--- config.mk ---
export PLATFORM = sky130hd
export DESIGN_NAME = bgpd_queue
export DESIGN_NICKNAME = d
export VERILOG_FILES = /design/src/sv/bgpd_pkg.sv /design/src/sv/bgpd_queue.sv
export SDC_FILE = /design/constraint.sdc
export NUM_CORES = 1
export LEC_CHECK = 0
export BUFFER_PORTS_ARGS = -buffer_cell sky130_fd_sc_hd__buf_2
export CAP_MARGIN = 20
export CORE_MARGIN = 2
export CORE_UTILIZATION = 40
export CTS_CLUSTER_SIZE = 8
export DETAILED_ROUTE_END_ITERATION = 10
export PLACE_DENSITY_LB_ADDON = 0.1
export SYNTH_ARGS = -nofsm -noshare
export SYNTH_HDL_FRONTEND = slang
export SYNTH_SLANG_ARGS = --single-unit
--- constraint.sdc ---
create_clock -name clk -period 2.3 [get_ports clk]
set_input_delay 0.345 -clock clk [delete_from_list [all_inputs] [get_ports clk]]
set_output_delay 0.345 -clock clk [all_outputs]
set_load 0.02 [all_outputs]
--- src/sv/bgpd_pkg.sv ---
// Shared types and constants of the BMP gray pixel decoder.
package bgpd_pkg;

  localparam int IMG_SIDE_DEF  = 28;
  localparam int PAL_DEPTH_DEF = 256;
  localparam int QDEPTH        = 4;

  localparam logic [15:0] BMP_SIG  = 16'h4D42;
  localparam int          HDR_LAST = 53;
  localparam int          PIX_BASE = 54;
  localparam int          MIN_INFO = 40;

  localparam logic [21:0] LUMA_R   = 22'd13933;
  localparam logic [23:0] LUMA_G   = 24'd46871;
  localparam logic [20:0] LUMA_B   = 21'd4732;
  localparam logic [24:0] LUMA_RND = 25'd32768;

  localparam logic [3:0] ST_PIXEL     = 4'd0;
  localparam logic [3:0] ST_NOT_BM    = 4'd1;
  localparam logic [3:0] ST_HDR_SMALL = 4'd2;
  localparam logic [3:0] ST_PLANES    = 4'd3;
  localparam logic [3:0] ST_COMP      = 4'd4;
  localparam logic [3:0] ST_SIZE      = 4'd5;
  localparam logic [3:0] ST_DEPTH     = 4'd6;
  localparam logic [3:0] ST_OFFSET    = 4'd7;
  localparam logic [3:0] ST_TRUNC     = 4'd8;

  typedef enum logic [1:0] {
    K_STATUS = 2'd0,
    K_PALWR  = 2'd1,
    K_PIX8   = 2'd2,
    K_PIX24  = 2'd3
  } kind_t;

  // d0/d1/d2: index or byte / palette address or green / red
  typedef struct packed {
    kind_t       kind;
    logic [3:0]  status;
    logic [7:0]  d0;
    logic [7:0]  d1;
    logic [7:0]  d2;
    logic [1:0]  lane;
    logic        use_pal;
    logic [4:0]  row;
    logic [4:0]  col;
    logic        last;
  } item_t;

endpackage

--- src/sv/bgpd_queue.sv ---
// Short FIFO of classified items between parser and pixel back end.
module bgpd_queue #(
  parameter int DEPTH = bgpd_pkg::QDEPTH
) (
  input  logic            clk,
  input  logic            rst_n,
  input  logic            push,
  input  bgpd_pkg::item_t push_item,
  input  logic            pop,
  output bgpd_pkg::item_t head,
  output logic            empty,
  output logic            full
);

  localparam int AW = (DEPTH > 1) ? $clog2(DEPTH) : 1;
  localparam int CW = $clog2(DEPTH + 1);

  bgpd_pkg::item_t   slot_r [DEPTH];
  logic [AW-1:0]     wp_r, rp_r;
  logic [CW-1:0]     count_r;

  assign empty = (count_r == '0);
  assign full  = (count_r == CW'(DEPTH));
  assign head  = slot_r[rp_r];

  always_ff @(posedge clk) begin
    if (!rst_n) begin
      wp_r    <= '0;
      rp_r    <= '0;
      count_r <= '0;
    end else begin
      if (push) wp_r <= (wp_r == AW'(DEPTH - 1)) ? '0 : AW'(wp_r + 1'b1);
      if (pop)  rp_r <= (rp_r == AW'(DEPTH - 1)) ? '0 : AW'(rp_r + 1'b1);
      if (push && !pop) count_r <= CW'(count_r + 1'b1);
      else if (pop && !push) count_r <= CW'(count_r - 1'b1);
    end
  end

  always_ff @(posedge clk) begin
    if (push) slot_r[wp_r] <= push_item;
  end

`ifndef SYNTHESIS
  a_no_overflow: assert property (@(posedge clk) disable iff (!rst_n)
    !(push && full && !pop))
    else $error("queue overflow");
  a_no_underflow: assert property (@(posedge clk) disable iff (!rst_n)
    !(pop && empty))
    else $error("queue underflow");
`endif

endmodule

==> results.md <==
* PnR Total Power at 7.42 mW
* Fin. Hold Viols at 0
* Core Region at 0.0167 mm^2
* Vias per std cell at 4.97
* Dominant cell type by area after synthesis: edfxtp_1
* Status: finished clean
* Worst hold slack at 0.134 ns
* # Post-CTS Setup Buffers at 0
* Critical Path RT at 1.96 ns
* Primary FF master, synth: edfxtp_1
* Clock net sink count at 185
* GRT Util Overall at 14.4%
* Area delta synth->final at 19.5%
* Gr ovfl total at 0
* First-pass GRT wire length at 18400 um
* Most common library cells after synthesis: edfxtp_1, mux4_2, dfxtp_1, ha_1
* Worst-margin pin slew at 0.471 ns
* Die Height at 135 um
* Max VDD drop at 0.637 mV
* Dpl ws at 0.430 ns
* Layout cell share with drive strength beyond 1 at 45.0%
* WL per Instance at 19.8 um
* Slew Limit Fails at 0
* Critical Path AT at 1.79 ns
* Antenna viol nets, final at 0
* Yosys top cell area share at 77.0%
* IO buf count at 93
* Width of the chip at 135 um
* Final WL at 12300 um
* Unrepaired setup endpoints after global routing: no
* Via count at 3081
* Cts bufs inserted at 17
* Worst-path maximum fanout at 24
* # resized after CTS at 0
* Post-CTS Hold Buffers at 0
* Boundary pin count at 94
* Hold WC Path Type: primary input to flip-flop
* Pre-Repair DR Iteration Count at 4
* CP Capture Type: output pin
* DP Area at 0.00762 mm^2
* H-tree depth at 4
* Placed cell count at 588
* Period utilisation layout at 92.9%
* Filler cell count at 1409
* Leak at 2.79 nW
* Worst skew pair latency at 0.42 ns
* Max Clock Skew at 0.00823 ns
* WS Path Type: flip-flop to output pin
* Layout Nets at 442
* Startpoint Class: flip-flop
* Cell Rows at 47
* Worst slew margin at 68.6%
* Max Root-Sink Buffers at 2
* Hpwl dp at 7280 um
* Post-synth cell types at 23
* Cell area after layout at 0.00820 mm^2
* Pwr Density at 904 mW/mm^2
* # DRC at 0
* Max cap viols at 0
* Syn. warnings at 0
* Vias in the first global route at 3293
* Fin cells at 620
* Reg clk slew, reported paths at 0.06 ns
* Initial Util at 41.1%
* Antenna diodes at 0
* Final Setup Violations at 0
* Post-Syn Area at 0.00687 mm^2
* Number of synthesized register bits at 185
* Fmax at 0.468 GHz
* Largest net degree at the start of global routing at 45
* Finished Core Util at 49.1%
* Tmin final at 2.14 ns
* Detailed Route Iter0 Violations at 98
* Sequential-to-total area share from yosys stat at 79.6%
* Setup_tns at 0 ns
* CTS tree: yes
* Post-synth ARST share at 0%
* Clk root buf: clkbuf_16
* Mapped Nets at 329
* Avg Cell Area, Syn at 25.1 um^2
* Antenna violations before repair at 0
* Die ar. at 0.0182 mm^2
* Area taken by multi-input logic gates at 0.00127 mm^2
* Synth area leaders: edfxtp_1, mux4_2, dfxtp_1
* Top-count cell post-synth: edfxtp_1
* Post-synth EDFFs at 176
* Cell count after synthesis at 274
* RePlAce Congestion at 0.658
* FF+latch area at 0.00547 mm^2
* Setup WS post-layout at 0.163 ns
## area by class of cell
class	instances	share of cell area [%]
flip-flops and latches	185	66.7
multi-input cells	75	15.5
repair buffers	104	7.14
clock buffers	24	6.39
well taps	220	3.36
clock inverters	8	0.717
inverters	4	0.183
## logic make-up after synthesis
group                    Yosys count  synth area share [%]
adder cells (fa/ha/maj)            7                  1.39
multiplexers                      48                  15.2
AO/OA/AOI/OAI                      3                 0.292
AND/OR/NAND/NOR                   15                  1.31
XOR/XNOR                           2                 0.255
flip-flops                       185                  79.6
buffers and inverters             14                  1.91
## final timing paths
check             depth (start not counted)  slack, ns                      end                    start
setup / recovery                          3       0.16                 head[26]                flip-flop
hold / removal                            1       0.13  slot_r[1][17]$_DFFE_PP_            push_item[17]
setup reg to reg                          4       0.78  slot_r[0][12]$_DFFE_PP_     wp_r[0]$_SDFFE_PN0P_
hold reg to reg                           2       0.52  count_r[2]$_SDFFE_PN0P_  count_r[2]$_SDFFE_PN0P_
## where the power goes
| group | internal, mW | switching, mW | total [mW] |
|---|---|---|---|
| Clock | 1.60 | 1.19 | 2.78 |
| Sequential | 3.85 | 0.0444 | 3.90 |
| Combinational | 0.307 | 0.430 | 0.736 |
## sequential cells by signal (all words and copies together), names as in the netlist, named ones only
name     flops
count_r      3
rp_r         2
slot_r     176
wp_r         2
## cell usage in the layout (no fill, tap or decap), drive strengths merged, types with 5 or more instances in the layout
cell type / synthesis / final
mux4: 44 / 44
nor2b: 5 / 5
dfxtp: 9 / 9
clkbuf: 1 / 24
and2: 5 / 5
clkinvlp: 0 / 6
edfxtp: 176 / 176
ha: 6 / 6
buf: 9 / 104
## routing by layer
layer  GRT usage, %  routed length [um]
met4           5.38                 163
met5              0                   0
met1           18.6                5310
met3           5.22                 629
met2           22.4                6150
## worst max-delay path, stage by stage (launching register included)
cell	delay (ns)
dfxtp_4	0.37
buf_12	0.22
mux4_1	0.59
buf_2	0.18
Power figures use the tool's default switching activity.
