`config.mk`:
```
export PLATFORM = sky130hd
export DESIGN_NAME = bgpd_front
export DESIGN_NICKNAME = d
export VERILOG_FILES = /design/src/sv/bgpd_pkg.sv /design/src/sv/bgpd_front.sv
export SDC_FILE = /design/constraint.sdc
export NUM_CORES = 1
export LEC_CHECK = 0
export BUFFER_PORTS_ARGS = -buffer_cell sky130_fd_sc_hd__buf_2
export CAP_MARGIN = 40
export CORE_ASPECT_RATIO = 0.9
export CORE_MARGIN = 5
export CORE_UTILIZATION = 45
export DETAILED_ROUTE_END_ITERATION = 7
export GPL_ROUTABILITY_DRIVEN = 0
export PLACE_DENSITY = 0.72
export SYNTH_ARGS = -nofsm -noshare
export SYNTH_HDL_FRONTEND = slang
export SYNTH_SLANG_ARGS = --single-unit
```
`constraint.sdc`:
```
create_clock -name clk -period 5.2 [get_ports clk]
set_input_delay 0.52 -clock clk [delete_from_list [all_inputs] [get_ports clk]]
set_output_delay 0.52 -clock clk [all_outputs]
set_load 0.03 [all_outputs]
```
`src/sv/bgpd_pkg.sv`:
```
// Shared types and constants of the BMP gray pixel decoder.
package bgpd_pkg;

  localparam int IMG_SIDE_DEF  = 28;
  localparam int PAL_DEPTH_DEF = 256;
  localparam int QDEPTH        = 4;

  localparam logic [15:0] BMP_SIG  = 16'h4D42;
  localparam int          HDR_LAST = 53;
  localparam int          PIX_BASE = 54;
  localparam int          MIN_INFO = 40;

  localparam logic [21:0] LUMA_R   = 22'd13933;
  localparam logic [23:0] LUMA_G   = 24'd46871;
  localparam logic [20:0] LUMA_B   = 21'd4732;
  localparam logic [24:0] LUMA_RND = 25'd32768;

  localparam logic [3:0] ST_PIXEL     = 4'd0;
  localparam logic [3:0] ST_NOT_BM    = 4'd1;
  localparam logic [3:0] ST_HDR_SMALL = 4'd2;
  localparam logic [3:0] ST_PLANES    = 4'd3;
  localparam logic [3:0] ST_COMP      = 4'd4;
  localparam logic [3:0] ST_SIZE      = 4'd5;
  localparam logic [3:0] ST_DEPTH     = 4'd6;
  localparam logic [3:0] ST_OFFSET    = 4'd7;
  localparam logic [3:0] ST_TRUNC     = 4'd8;

  typedef enum logic [1:0] {
    K_STATUS = 2'd0,
    K_PALWR  = 2'd1,
    K_PIX8   = 2'd2,
    K_PIX24  = 2'd3
  } kind_t;

  // d0/d1/d2: index or byte / palette address or green / red
  typedef struct packed {
    kind_t       kind;
    logic [3:0]  status;
    logic [7:0]  d0;
    logic [7:0]  d1;
    logic [7:0]  d2;
    logic [1:0]  lane;
    logic        use_pal;
    logic [4:0]  row;
    logic [4:0]  col;
    logic        last;
  } item_t;

endpackage

```
`src/sv/bgpd_front.sv`:
```
// Byte parser: header checks, palette capture and pixel classification.
module bgpd_front #(
  parameter int IMG_SIDE      = bgpd_pkg::IMG_SIDE_DEF,
  parameter int PALETTE_DEPTH = bgpd_pkg::PAL_DEPTH_DEF
) (
  input  logic             clk,
  input  logic             rst_n,
  input  logic             accept,
  input  logic [7:0]       data_byte,
  input  logic             first_byte,
  input  logic             end_of_file,
  output logic             push,
  output bgpd_pkg::item_t  item
);

  localparam int RW       = $clog2(IMG_SIDE + 1);
  localparam int CW       = $clog2(PALETTE_DEPTH + 1);
  localparam int RAW8     = IMG_SIDE;
  localparam int RAW24    = IMG_SIDE * 3;
  localparam int STRIDE8  = (RAW8 + 3) / 4 * 4;
  localparam int STRIDE24 = (RAW24 + 3) / 4 * 4;
  localparam int PW       = $clog2(STRIDE24 + 1);

  typedef enum logic [3:0] {
    PH_HEADER = 4'b0001,
    PH_SKIP   = 4'b0010,
    PH_PIXELS = 4'b0100,
    PH_IDLE   = 4'b1000
  } phase_t;

  phase_t          phase_r, phase_nxt, cur_phase;
  logic [31:0]     boff_r, boff_nxt, cur_boff;
  logic [31:0]     off_r, info_r, width_r, height_r, comp_r, colors_r;
  logic [15:0]     planes_r, bpp_r;
  logic [CW-1:0]   pcnt_r, pcnt_nxt;
  logic [PW-1:0]   pos_r, pos_nxt, cur_pos, pos_inc;
  logic [RW-1:0]   row_r, row_nxt, cur_row, col_r, col_nxt, cur_col, orow;
  logic [1:0]      lane_r, lane_nxt, cur_lane;
  logic [15:0]     bg_r, bg_nxt;
  logic            bpp24_r, bpp24_nxt, bup_r, bup_nxt;
  logic [3:0]      hdr_err, err;
  logic            pix, palwr, pix_last;
  logic [31:0]     diff, nq, n32, p;
  bgpd_pkg::item_t pix_item;

  always_comb begin
    cur_phase = first_byte ? PH_HEADER : phase_r;
    cur_boff  = first_byte ? 32'd0 : boff_r;
    cur_pos   = first_byte ? '0 : pos_r;
    cur_row   = first_byte ? '0 : row_r;
    cur_col   = first_byte ? '0 : col_r;
    cur_lane  = first_byte ? 2'd0 : lane_r;
  end

  // Checks done once the whole fixed header has arrived
  always_comb begin
    priority if (planes_r != 16'd1) hdr_err = bgpd_pkg::ST_PLANES;
    else if (comp_r != 32'd0) hdr_err = bgpd_pkg::ST_COMP;
    else if (width_r != 32'(IMG_SIDE) ||
             (height_r != 32'(IMG_SIDE) && height_r != 32'd0 - 32'(IMG_SIDE)))
      hdr_err = bgpd_pkg::ST_SIZE;
    else if (bpp_r != 16'd8 && bpp_r != 16'd24) hdr_err = bgpd_pkg::ST_DEPTH;
    else if ((bpp_r == 16'd8 && off_r <= 32'(bgpd_pkg::PIX_BASE)) ||
             (bpp_r == 16'd24 && off_r < 32'(bgpd_pkg::PIX_BASE)))
      hdr_err = bgpd_pkg::ST_OFFSET;
    else hdr_err = bgpd_pkg::ST_PIXEL;
  end

  always_comb begin
    diff = off_r - 32'(bgpd_pkg::PIX_BASE);
    nq   = {2'b00, diff[31:2]};
    n32  = (colors_r != 32'd0 && colors_r < nq) ? colors_r : nq;
    if (n32 > 32'(PALETTE_DEPTH)) n32 = 32'(PALETTE_DEPTH);
    p    = cur_boff - 32'(bgpd_pkg::PIX_BASE);
  end

  assign pos_inc  = PW'(cur_pos + 1'b1);
  assign orow     = bup_r ? RW'(IMG_SIDE - 1) - cur_row : cur_row;
  assign pix_last = (cur_row == RW'(IMG_SIDE - 1)) && (cur_col == RW'(IMG_SIDE - 1));

  always_comb begin
    phase_nxt = cur_phase;
    boff_nxt  = cur_boff;
    pos_nxt   = cur_pos;
    row_nxt   = cur_row;
    col_nxt   = cur_col;
    lane_nxt  = cur_lane;
    bg_nxt    = bg_r;
    pcnt_nxt  = pcnt_r;
    bpp24_nxt = bpp24_r;
    bup_nxt   = bup_r;
    err       = bgpd_pkg::ST_PIXEL;
    pix       = 1'b0;
    palwr     = 1'b0;
    pix_item  = '0;
    pix_item.row  = 5'(orow);
    pix_item.col  = 5'(cur_col);
    pix_item.last = pix_last;
    unique case (cur_phase)
      PH_HEADER: begin
        boff_nxt = cur_boff + 32'd1;
        if (cur_boff == 32'd1 && {data_byte, off_r[7:0]} != bgpd_pkg::BMP_SIG)
          err = bgpd_pkg::ST_NOT_BM;
        if (cur_boff == 32'd17 && {data_byte, info_r[23:0]} < 32'(bgpd_pkg::MIN_INFO))
          err = bgpd_pkg::ST_HDR_SMALL;
        if (cur_boff == 32'(bgpd_pkg::HDR_LAST)) begin
          err = hdr_err;
          if (hdr_err == bgpd_pkg::ST_PIXEL) begin
            pcnt_nxt  = (bpp_r == 16'd8) ? CW'(n32) : '0;
            bpp24_nxt = (bpp_r == 16'd24);
            bup_nxt   = (height_r == 32'(IMG_SIDE));
            phase_nxt = (off_r == 32'(bgpd_pkg::PIX_BASE)) ? PH_PIXELS : PH_SKIP;
          end
        end
      end
      PH_SKIP: begin
        if ({2'b00, p[31:2]} < 32'(pcnt_r) && p[1:0] != 2'd3) palwr = 1'b1;
        if (cur_boff + 32'd1 == off_r) phase_nxt = PH_PIXELS;
        boff_nxt = cur_boff + 32'd1;
      end
      PH_PIXELS: begin
        if (!bpp24_r && cur_pos < PW'(RAW8)) begin
          pix = 1'b1;
          pix_item.kind    = bgpd_pkg::K_PIX8;
          pix_item.d0      = data_byte;
          pix_item.use_pal = CW'(data_byte) < pcnt_r;
          col_nxt = RW'(cur_col + 1'b1);
        end else if (bpp24_r && cur_pos < PW'(RAW24)) begin
          unique case (cur_lane)
            2'd0: begin
              bg_nxt[7:0] = data_byte;
              lane_nxt    = 2'd1;
            end
            2'd1: begin
              bg_nxt[15:8] = data_byte;
              lane_nxt     = 2'd2;
            end
            default: begin
              pix = 1'b1;
              pix_item.kind = bgpd_pkg::K_PIX24;
              pix_item.d0   = bg_r[7:0];
              pix_item.d1   = bg_r[15:8];
              pix_item.d2   = data_byte;
              lane_nxt = 2'd0;
              col_nxt  = RW'(cur_col + 1'b1);
            end
          endcase
        end
        pos_nxt = pos_inc;
        if ((bpp24_r && pos_inc == PW'(STRIDE24)) || (!bpp24_r && pos_inc == PW'(STRIDE8))) begin
          pos_nxt  = '0;
          col_nxt  = '0;
          lane_nxt = 2'd0;
          row_nxt  = RW'(cur_row + 1'b1);
          if (RW'(cur_row + 1'b1) == RW'(IMG_SIDE)) phase_nxt = PH_IDLE;
        end
      end
      default: ;
    endcase
    if (cur_phase != PH_IDLE) begin
      if (err == bgpd_pkg::ST_PIXEL && end_of_file && phase_nxt != PH_IDLE)
        err = bgpd_pkg::ST_TRUNC;
      if (end_of_file || err != bgpd_pkg::ST_PIXEL) phase_nxt = PH_IDLE;
    end
  end

  // One beat out per byte at most: status wins over pixel over palette write
  always_comb begin
    item = pix_item;
    push = 1'b0;
    if (err != bgpd_pkg::ST_PIXEL) begin
      item        = '0;
      item.kind   = bgpd_pkg::K_STATUS;
      item.status = err;
      push        = accept;
    end else if (pix) begin
      push = accept;
    end else if (palwr) begin
      item      = '0;
      item.kind = bgpd_pkg::K_PALWR;
      item.d0   = data_byte;
      item.d1   = p[9:2];
      item.lane = p[1:0];
      push      = accept;
    end
  end

  always_ff @(posedge clk) begin
    if (!rst_n) begin
      phase_r <= PH_HEADER;
      boff_r  <= '0;
      pos_r   <= '0;
      row_r   <= '0;
      col_r   <= '0;
      lane_r  <= '0;
    end else if (accept) begin
      phase_r <= phase_nxt;
      boff_r  <= boff_nxt;
      pos_r   <= pos_nxt;
      row_r   <= row_nxt;
      col_r   <= col_nxt;
      lane_r  <= lane_nxt;
    end
  end

  always_ff @(posedge clk) begin
    if (accept) begin
      bg_r    <= bg_nxt;
      pcnt_r  <= pcnt_nxt;
      bpp24_r <= bpp24_nxt;
      bup_r   <= bup_nxt;
      if (cur_phase == PH_HEADER) begin
        unique case (cur_boff)
          32'd0:  off_r[7:0]     <= data_byte;
          32'd1:  off_r[15:8]    <= data_byte;
          32'd10: off_r[7:0]     <= data_byte;
          32'd11: off_r[15:8]    <= data_byte;
          32'd12: off_r[23:16]   <= data_byte;
          32'd13: off_r[31:24]   <= data_byte;
          32'd14: info_r[7:0]    <= data_byte;
          32'd15: info_r[15:8]   <= data_byte;
          32'd16: info_r[23:16]  <= data_byte;
          32'd17: info_r[31:24]  <= data_byte;
          32'd18: width_r[7:0]   <= data_byte;
          32'd19: width_r[15:8]  <= data_byte;
          32'd20: width_r[23:16] <= data_byte;
          32'd21: width_r[31:24] <= data_byte;
          32'd22: height_r[7:0]  <= data_byte;
          32'd23: height_r[15:8] <= data_byte;
          32'd24: height_r[23:16] <= data_byte;
          32'd25: height_r[31:24] <= data_byte;
          32'd26: planes_r[7:0]  <= data_byte;
          32'd27: planes_r[15:8] <= data_byte;
          32'd28: bpp_r[7:0]     <= data_byte;
          32'd29: bpp_r[15:8]    <= data_byte;
          32'd30: comp_r[7:0]    <= data_byte;
          32'd31: comp_r[15:8]   <= data_byte;
          32'd32: comp_r[23:16]  <= data_byte;
          32'd33: comp_r[31:24]  <= data_byte;
          32'd46: colors_r[7:0]  <= data_byte;
          32'd47: colors_r[15:8] <= data_byte;
          32'd48: colors_r[23:16] <= data_byte;
          32'd49: colors_r[31:24] <= data_byte;
          default: ;
        endcase
      end
    end
  end

endmodule

```
==> results by group <==
Critical path
  • WP data arrival: 4430 ps
  • CP Cell Sequence: or2_2 > a21oi_1 > nand2_1 > xor2_1 > nand2_1 > ha_1 > nor4_1 > nand2_1 > nor4_1 > nand4b_1 > a2111oi_4 > buf_4 > o21ai_1 > a21oi_2 > buf_2
  • Crit Path Max Fanout: 20
  • CP Class: register to output port
  • Top cell by count, worst path: nand2_1
  • Delay-heaviest family, CP: simple AND/OR/NAND/NOR gates
  • CP max-delay cell: dfxtp_1
  • Worst Setup Start Kind: register
  • CP required: 4680 ps
  • Slowest stage delay, CP: 450 ps
  • Critical Path Sink Type: output port
  • Buf/Inv on CP: 2

Global routing
  • GR Util met3: 5.72%
  • Vias in the first global route: 11874
  • First-pass GRT wire length: 67400 um
  • Initial antenna violation count: 0
  • Total gr overflow: 0
  • Largest net degree at the start of global routing: 97
  • GRT Total Usage: 21.4%
  • Met2 Usage GRT: 32.4%
  • Met1 Usage GRT: 30.9%
  • GRT Max-Usage Layer: met2

Routing
  • DRT iter0 DRCs: 1437
  • Avg Vias per Cell: 6.12
  • Drt pass-1 iters: 5
  • Antenna viol nets, final: 0
  • Vias: 12442
  • Routed WL: 42900 um
  • Post-route DRC: 0
  • Wire per inst: 21.1 um

Placed design
  • DP Area: 16600 um^2
  • Dpl cells: 1974
  • I/O Buffers: 57
  • Pre-CTS setup slack: 224 ps
  • Final HPWL DP: 29900 um

STA
  • RSZ-0062 raised after global routing: no
  • Max_slew headroom: 41.7%
  • Slew Viols, Final: 0
  • Max Freq: 0.202 GHz
  • Fin Clk Skew: 28.4 ps
  • Final worst path period share: 95.1%
  • Setup Viol. Count Final: 0
  • Final-report hold violation count: 0
  • Hold slack: 335 ps
  • Worst-Margin Slew: 875 ps
  • Final setup TNS: 0 ps
  • Minimum clock period: 4950 ps
  • Final worst slack: 253 ps

Finish
  • Area grow syn2layout: 12.2%
  • Post-Layout Cell Count: 2032
  • Nets: 1610
  • Most common cell after layout, fill and taps aside: edfxtp_1
  • Ant diodes: 0
  • Highest-count cells in the layout ignoring fill and taps: edfxtp_1 (240), nor2_1 (130), nand2_1 (111)
  • Final core occ: 50.8%
  • Share of cells above drive strength 1: 11.8%
  • Fin area: 17700 um^2

Pwr
  • VDD IR max: 0.268 mV
  • Total power: 5.10 mW
  • Power Dens Cells: 288 nW/um^2
  • P_leak: 5.98 nW

Synthesis
  • Synthesized cell area: 15800 um^2
  • Post-Syn Nets: 1567
  • Post-Syn Instances: 1498
  • EDFF count, synth: 240
  • Top_reg_cell synth: edfxtp_1
  • Netlist cell types: 82
  • Post-Synthesis Mean Instance Area: 10.5 um^2
  • Sequential share of the synthesized area: 52.6%
  • Post-synth ARST share: 0%
  • Yosys reg bits: 295
  • Yosys warnings: 0

Clocking
  • CTS max path bufs: 3
  • CTS sink cnt: 295
  • Root Driver: clkbuf_16
  • CTS tree: yes
  • CTS Hold Bufs: 0
  • Clock Latency Late Sink: 580 ps
  • H-tree Lvls: 1
  • CTS Buf Count: 31
  • Reg clk slew, reported paths: 60 ps

Die
  • Die width: 207 um
  • Height of the chip: 188 um
  • Starting density of the core: 45.3%
  • Rows: 65
  • Core footprint: 34900 um^2
  • I/O pins: 58
  • Die Area: 39000 um^2

Min path
  • Min-Delay Path Class: input pin to register

Run status
  • Status: completed

Job
  • Max-cap check violation count: 0
-- final cells by class --
class	count	area, um^2
Inverter	30	113
Clock inverter	18	251
Timing Repair Buffer	90	546
Sequential cell	295	8310
Fill cell	3082	17200
Multi-Input combinational cell	1093	7120
Tap cell	469	587
Clock buffer	37	798
-- registers in the layout, indices dropped and copies added, names as in the netlist --
name      count
info_r       21
width_r      32
bg_r         16
pcnt_r        9
bpp24_r       1
height_r     32
bpp_r        16
phase_r       4
off_r        32
colors_r     32
boff_r       32
comp_r       32
pos_r         7
col_r         5
row_r         5
lane_r        2
bup_r         1
planes_r     16
-- Yosys cell counts (14+ instances only) --
master | count | share of area, %
nor4_1 | 60 | 2.4
nor3_1 | 62 | 2.0
ha_1 | 56 | 4.4
and3_1 | 21 | 0.83
nand4_1 | 38 | 1.5
nor3b_1 | 15 | 0.71
edfxtp_1 | 240 | 46
and2_1 | 22 | 0.87
nand2_1 | 111 | 2.6
a22oi_1 | 15 | 0.71
xnor2_1 | 51 | 2.8
buf_2 | 14 | 0.44
clkbuf_1 | 56 | 1.3
o21ai_0 | 69 | 2.2
nor2b_1 | 46 | 1.8
a21oi_1 | 62 | 2.0
a21boi_0 | 18 | 0.86
nor2_1 | 140 | 3.3
dfxtp_1 | 55 | 7.0
xor2_1 | 32 | 1.8
inv_1 | 29 | 0.69
a21o_1 | 16 | 0.76
a211oi_1 | 15 | 0.71
nand3_1 | 44 | 1.4
-- cells by family after synthesis --
family          Yosys count  synth area share, %
flops                   295                 52.6
buf+inv                 110                 2.84
compound gates          294                 12.3
xor+xnor                 85                 4.89
simple gates            647                 22.3
fa+ha+maj                56                 4.44
mux                      11                0.697
-- routing by layer --
layer	vias to the layer above	wire length, um	share of wire (%)
met2	631	18600	43
met3	84	4470	10
met1	5987	18700	44
li1	5740	-	-
met4	0	1110	2.6
met5	-	0	0
-- path summary, 6_finish.rpt --
kind | from | endpoint | slack [ps] | depth (start not counted)
worst max-delay path | boff_r[6] | item[37] | 250 | 15
worst max register to register | off_r[2] | pcnt_r[6] | 310 | 15
worst min register to register | phase_r[2] | phase_r[2] | 480 | 2
worst min-delay path | data_byte[2] | off_r[2] | 340 | 1
-- repair_timing --
| action | 4_1_cts | 5_1_grt |
|---|---|---|
| resized for setup | 0 | 4 |
| setup endpoints to repair | 0 | 30 |
| endpoints found under the hold margin | 0 | 0 |
| setup buffers | 0 | 1 |
-- power breakdown --
part	internal, mW	leakage (nW)	switching, mW	total, mW
clock network	1.39	0.500	0.896	2.28
registers	2.56	2.60	0.0169	2.58
logic	0.0643	2.89	0.174	0.238
total	4.01	5.98	1.09	5.10
Note: power is estimated with default switching activity, not from simulation.
